[src/rtl/core/convolution_3x3_valid_top_defines.svh]
// ----------------------------------------------------------------------------
// Assertion macros for the 3x3 valid-mode convolution block
// Concurrent assertion wrappers that compile away when SYNTH is defined.
// ----------------------------------------------------------------------------
`ifndef CONVOLUTION_3X3_VALID_TOP_DEFINES_SVH
`define CONVOLUTION_3X3_VALID_TOP_DEFINES_SVH

`ifndef SYNTH
// Same-cycle implication checked on every rising edge outside reset.
`define CONV3_ASSERT_IMP(lbl, clk, rst, ante, cons, msg) \
  lbl: assert property (@(posedge clk) disable iff (rst) (ante) |-> (cons)) \
    else $error(msg);
// Next-cycle implication checked on every rising edge outside reset.
`define CONV3_ASSERT_NXT(lbl, clk, rst, ante, cons, msg) \
  lbl: assert property (@(posedge clk) disable iff (rst) (ante) |=> (cons)) \
    else $error(msg);
`else
`define CONV3_ASSERT_IMP(lbl, clk, rst, ante, cons, msg)
`define CONV3_ASSERT_NXT(lbl, clk, rst, ante, cons, msg)
`endif

`endif

[src/rtl/core/conv3_pkg.sv]
// ----------------------------------------------------------------------------
// conv3_pkg
// Shared widths, register indexes, types and helpers of the 3x3 filter.
// ----------------------------------------------------------------------------
package conv3_pkg;

  localparam int PIX_W     = 8;
  localparam int SUM_W     = 28;
  localparam int IDX_W     = 10;
  localparam int KROW_W    = 48;
  localparam int SIZE_W    = 11;
  localparam int CFG_IDX_W = 3;
  // Compare width for positions and sizes; covers sizes up to 4096.
  localparam int POS_CMP_W = 13;

  localparam int DEF_MAX_WIDTH  = 1024;
  localparam int DEF_MAX_HEIGHT = 1024;
  localparam int DEF_TAP_BITS   = 16;

  localparam logic [SIZE_W-1:0] SIZE_RESET = 11'd5;

  // Configuration register indexes.
  localparam logic [CFG_IDX_W-1:0] REG_KERNEL_TOP    = 3'd0;
  localparam logic [CFG_IDX_W-1:0] REG_KERNEL_MIDDLE = 3'd1;
  localparam logic [CFG_IDX_W-1:0] REG_KERNEL_BOTTOM = 3'd2;
  localparam logic [CFG_IDX_W-1:0] REG_IMAGE_WIDTH   = 3'd3;
  localparam logic [CFG_IDX_W-1:0] REG_IMAGE_HEIGHT  = 3'd4;

  // Control handed from the top level to each window cell.
  typedef struct packed {
    logic en;     // whole pipeline advances this cycle
    logic shift;  // a pixel column enters the window this cycle
  } cell_ctrl_t;

  // Limits a programmed size to the range three up to hi.
  function automatic logic [POS_CMP_W-1:0] clamp_size(input logic [SIZE_W-1:0] v,
                                                      input logic [POS_CMP_W-1:0] hi);
    logic [POS_CMP_W-1:0] ext;
    ext = {{(POS_CMP_W-SIZE_W){1'b0}}, v};
    if (ext < POS_CMP_W'(3)) begin
      return POS_CMP_W'(3);
    end else if (ext > hi) begin
      return hi;
    end
    return ext;
  endfunction

endpackage

[src/rtl/core/conv3_cell.sv]
// ----------------------------------------------------------------------------
// conv3_cell
// One column of the 3x3 window: holds three pixels, passes them on to its
// neighbor and forms the weighted sum of the column entering it.
// ----------------------------------------------------------------------------
`include "convolution_3x3_valid_top_defines.svh"

module conv3_cell #(
  parameter int TAP_BITS = conv3_pkg::DEF_TAP_BITS,
  localparam int PROD_W = TAP_BITS + conv3_pkg::PIX_W + 1,
  localparam int PART_W = PROD_W + 2
) (
  input  logic                                 clk,
  input  logic                                 rst,
  input  conv3_pkg::cell_ctrl_t                ctrl,
  input  logic [2:0][conv3_pkg::PIX_W-1:0]     col_in,
  input  logic [2:0][TAP_BITS-1:0]             taps,
  output logic [2:0][conv3_pkg::PIX_W-1:0]     col_out,
  output logic signed [PART_W-1:0]             partial
);

  logic [2:0][conv3_pkg::PIX_W-1:0] col_q;
  logic signed [PROD_W-1:0]         prod_q [3];

  always_ff @(posedge clk) begin
    if (rst) begin
      col_q <= '0;
    end else if (ctrl.shift) begin
      col_q <= col_in;
    end
  end

  // Products of the column that enters this cycle, then their column sum.
  always_ff @(posedge clk) begin
    if (ctrl.en) begin
      for (int u = 0; u < 3; u++) begin
        prod_q[u] <= $signed({1'b0, col_in[u]}) * $signed(taps[u]);
      end
      partial <= PART_W'(prod_q[0]) + PART_W'(prod_q[1]) + PART_W'(prod_q[2]);
    end
  end

  assign col_out = col_q;

  `CONV3_ASSERT_IMP(a_shift_needs_en, clk, rst, ctrl.shift, ctrl.en, "window shift while stalled")

endmodule

[config.mk]
export PLATFORM = sky130hd
export DESIGN_NAME = conv3_cell
export DESIGN_NICKNAME = d
export VERILOG_FILES = /design/src/rtl/core/conv3_pkg.sv /design/src/rtl/core/conv3_cell.sv
export VERILOG_INCLUDE_DIRS = /design/src /design/src/rtl/core
export SDC_FILE = /design/constraint.sdc
export NUM_CORES = 1
export LEC_CHECK = 0
export ABC_AREA = 1
export BUFFER_PORTS_ARGS = -buffer_cell sky130_fd_sc_hd__buf_2
export CORE_UTILIZATION = 45
export DETAILED_ROUTE_END_ITERATION = 6
export GPL_TIMING_DRIVEN = 0
export MAX_ROUTING_LAYER = met4
export SYNTH_ARGS = -nofsm -noshare
export SYNTH_HDL_FRONTEND = slang
export SYNTH_SLANG_ARGS = --single-unit
[constraint.sdc]
create_clock -name clk -period 6.4 [get_ports clk]
set_input_delay 1.28 -clock clk [delete_from_list [all_inputs] [get_ports clk]]
set_output_delay 1.28 -clock clk [all_outputs]
set_load 0.01 [all_outputs]
==> out/metrics.cfg <==
[cts]
hold_buffers = 0
max-clock-path-buffers = 2
cts-buffers-inserted = 17
cts.reportedPaths.clkPinSlew_ns = 0.06
tritoncts = yes
htree_num_levels = 4
post_cts_resize_count = 0
cts.repair_timing.setup_buffer_count = 0
clkSinkCount = 126
ctsRootBufferMaster = clkbuf_16
clk_latency_ns = 0.46

[final_layout]
fin_nets = 3544
fillers = 4813
drive_above_1_share = 0.0508
layoutNonFillerInstCount = 3589
syn2layout_area_growth_pct = 7.42
antennaDiodeCount = 0
final_util = 0.490

[place]
dpl.hpwl_um = 44600
routability_congestion_estimate_from_global_placement = 0.909
place.port_buffers = 53
placedCellCount = 3557

[hold_path]
hold_path.startpoint = col_out[12]
min_delay_path_depth = 2
min_path_type = flop to flop
sink_of_the_worst_hold_path = col_out[12]

[power]
cellInternalPower_w = 0.00584
clock_power_share = 0.070
power_w = 0.0130
static-leakage-power_nw = 13.8
peakVddDrop_mv = 0.319
cellPowerDensity_nw_per_um2 = 559
pwr-share-seq = 0.144
pwr-share-comb = 0.786
power.switching_fraction = 0.552
power.switching_w = 0.00720

[setup_path]
critical_path.reg2reg.endpoint = partial[25]
worstRegToRegCells = 12
critical_path_peak_fanout = 10
cp_data_arrival_time_ns = 5.98
timing.critical_path.to_type = flop
critPathRequiredTime_ns = 6.60
regToRegSetupSlack_ns = 3.52
path_class = primary input to flop
rr_startpoint = prod_q[0][51]
critPathLaunchType = primary input

[timing]
timing.final.max_slew_violations = 0
slew-limit-headroom = 0.456
period_share = 0.902
max_freq_ghz = 0.173
worst_pin_slew_ns = 0.815
fin_worst_skew_ns = 0.00701
timing_hold_violations_final = 0
timing.final.crit_period_ns = 5.78
grt_setup_unrepaired = no
report.final.setup_viol = 0
timing.setup.tns_ns = 0

[drt]
route.detailed.vias_per_inst = 4.73
ant_nets = 0
drtIter0Drc = 989
via_count = 17000
drc = 0
drtPass1Iterations = 5
routed_wirelength_um = 50700
wl_per_cell_um = 14.1

[grt]
grt_pass1_wl_um = 85600
via_count_of_the_first_global_routing_pass = 17300
grt_start_max_net_pins = 69
global_route.usage.total = 0.226
overflow = 0
antenna_found_initial = 1

[die]
num_rows = 80
top_level_ports = 127
core_um2 = 47600
dieWidth_um = 222
initial_utilization = 0.456
die_height_um = 222
die_area_um2 = 49200

[yosys]
net_count_of_the_mapped_netlist = 3471
synth_edf_count = 102
synthFlopType = edfxtp_1
gate_count_after_technology_mapping = 2888
yosys.area.top_type_share = 0.306
ys_top_cells_by_count = 860 x nand2_1, 845 x inv_1, 332 x fa_1, 175 x ha_1, 102 x edfxtp_1
postSynthRegisterBits = 126
synth.most_common_cell = nand2_1
synth_async_sr_flop_share = 0
cell_area_after_synthesis_um2 = 21700
synth_top_cell_by_area = fa_1
synth_warnings = 0
syn_area_per_cell_um2 = 7.52
synth.distinct_cells = 33
seq_area_frac_synth = 0.163
ys_top_cells_by_area = fa_1 31%, nand2_1 15%, inv_1 15%

[status]
status = complete, no violations

[flow_run]
max_cap_viol_count = 0

## per-layer routing
| layer | GRT usage | part of all wire | up-vias |
|---|---|---|---|
| li1 | - | - | 8490 |
| met4 | 0.0461 | 0.012 | 0 |
| met5 | - | 0 | - |
| met1 | 0.302 | 0.47 | 8110 |
| met3 | 0.0319 | 0.049 | 32 |
| met2 | 0.367 | 0.47 | 334 |
## per-stage QoR
| stage | hold slack (ns) | worst slack [ns] | area, um^2 |
|---|---|---|---|
| 2_1_floorplan | 0.478 | 1.09 | 21700 |
| 3_3_place_gp | 0.446 | 0.244 | 22800 |
| 3_5_place_dp | 0.450 | 0.246 | 22800 |
| 4_1_cts | 0.461 | 0.728 | 23300 |
| 5_1_grt | 0.483 | 0.296 | 23300 |
| 6_report | 0.457 | 0.625 | 23300 |
## how the worst max path moves through the flow
stage,startpoint,endpoint,depth (start not counted),slack [ns]
after floorplan,col_in[2],prod_q[0][24],16,1.09
after global placement,col_in[0],prod_q[0][22],18,0.24
after detailed placement,col_in[0],prod_q[0][22],19,0.25
after CTS,col_in[0],prod_q[0][22],19,0.73
after global routing,col_in[1],prod_q[0][22],19,0.30
final,col_in[1],prod_q[0][22],19,0.62
## power by group through the flow
stage               Clock, W  Combinational [W]  Sequential [W]
floorplan                  0            0.00765         0.00189
global placement           0             0.0102         0.00190
detailed placement         0             0.0102         0.00190
CTS                 0.000942             0.0103         0.00189
global route        0.000971             0.0118         0.00192
finish              0.000915             0.0102         0.00188
## final cells by class
class                           count  area (um^2)  share of cell area
Multi-Input combinational cell   1811        14600               0.626
Tap cell                          615          769              0.0330
Buffer                            103          399              0.0171
Sequential cell                   126         3540               0.152
Timing Repair Buffer               54          295              0.0127
Clock inverter                     14          119             0.00509
Inverter                          848         3180               0.136
Clock buffer                       18          429              0.0184
## critical path: stages
cell and delay [ns]:
clkbuf_1 0.45, clkbuf_1 0.56, nand2_1 0.16, fa_1 0.54
inv_1 0.05, fa_1 0.49, fa_1 0.55, inv_1 0.05
fa_1 0.47, inv_1 0.04, ha_1 0.35, a21oi_1 0.23
nor2_1 0.06, nor2_1 0.19, nand3_1 0.19, nand2_1 0.12
nand2_1 0.05, nand2_1 0.06, nand2_1 0.06
## cells in the final DEF (no fill, tap or decap), types with 20 or more instances in the layout
| master | n |
|---|---|
| fa_1 | 332 |
| o21ai_0 | 21 |
| nor2_1 | 91 |
| nand2_1 | 860 |
| inv_1 | 845 |
| a21oi_1 | 100 |
| dfxtp_1 | 24 |
| xor2_1 | 37 |
| clkbuf_1 | 94 |
| ha_1 | 175 |
| buf_2 | 55 |
| nand4_1 | 20 |
| edfxtp_1 | 102 |
| nand3_1 | 84 |
## logic make-up after synthesis
kind of cell               count (synthesis)  share of synthesized area
and+or+nand+nor                         1118                      0.212
buffers and inverters                    951                      0.165
adders and majority gates                507                      0.407
AOI/OAI and AO/OA                        133                     0.0321
DFF                                      126                      0.163
xor gates and xnor gates                  53                     0.0214
## state kept, by name, summed over array words and instances, names as in the netlist
register	flops
prod_q	75
partial	27
col_out	24
Note: power is estimated with default switching activity, not from simulation.
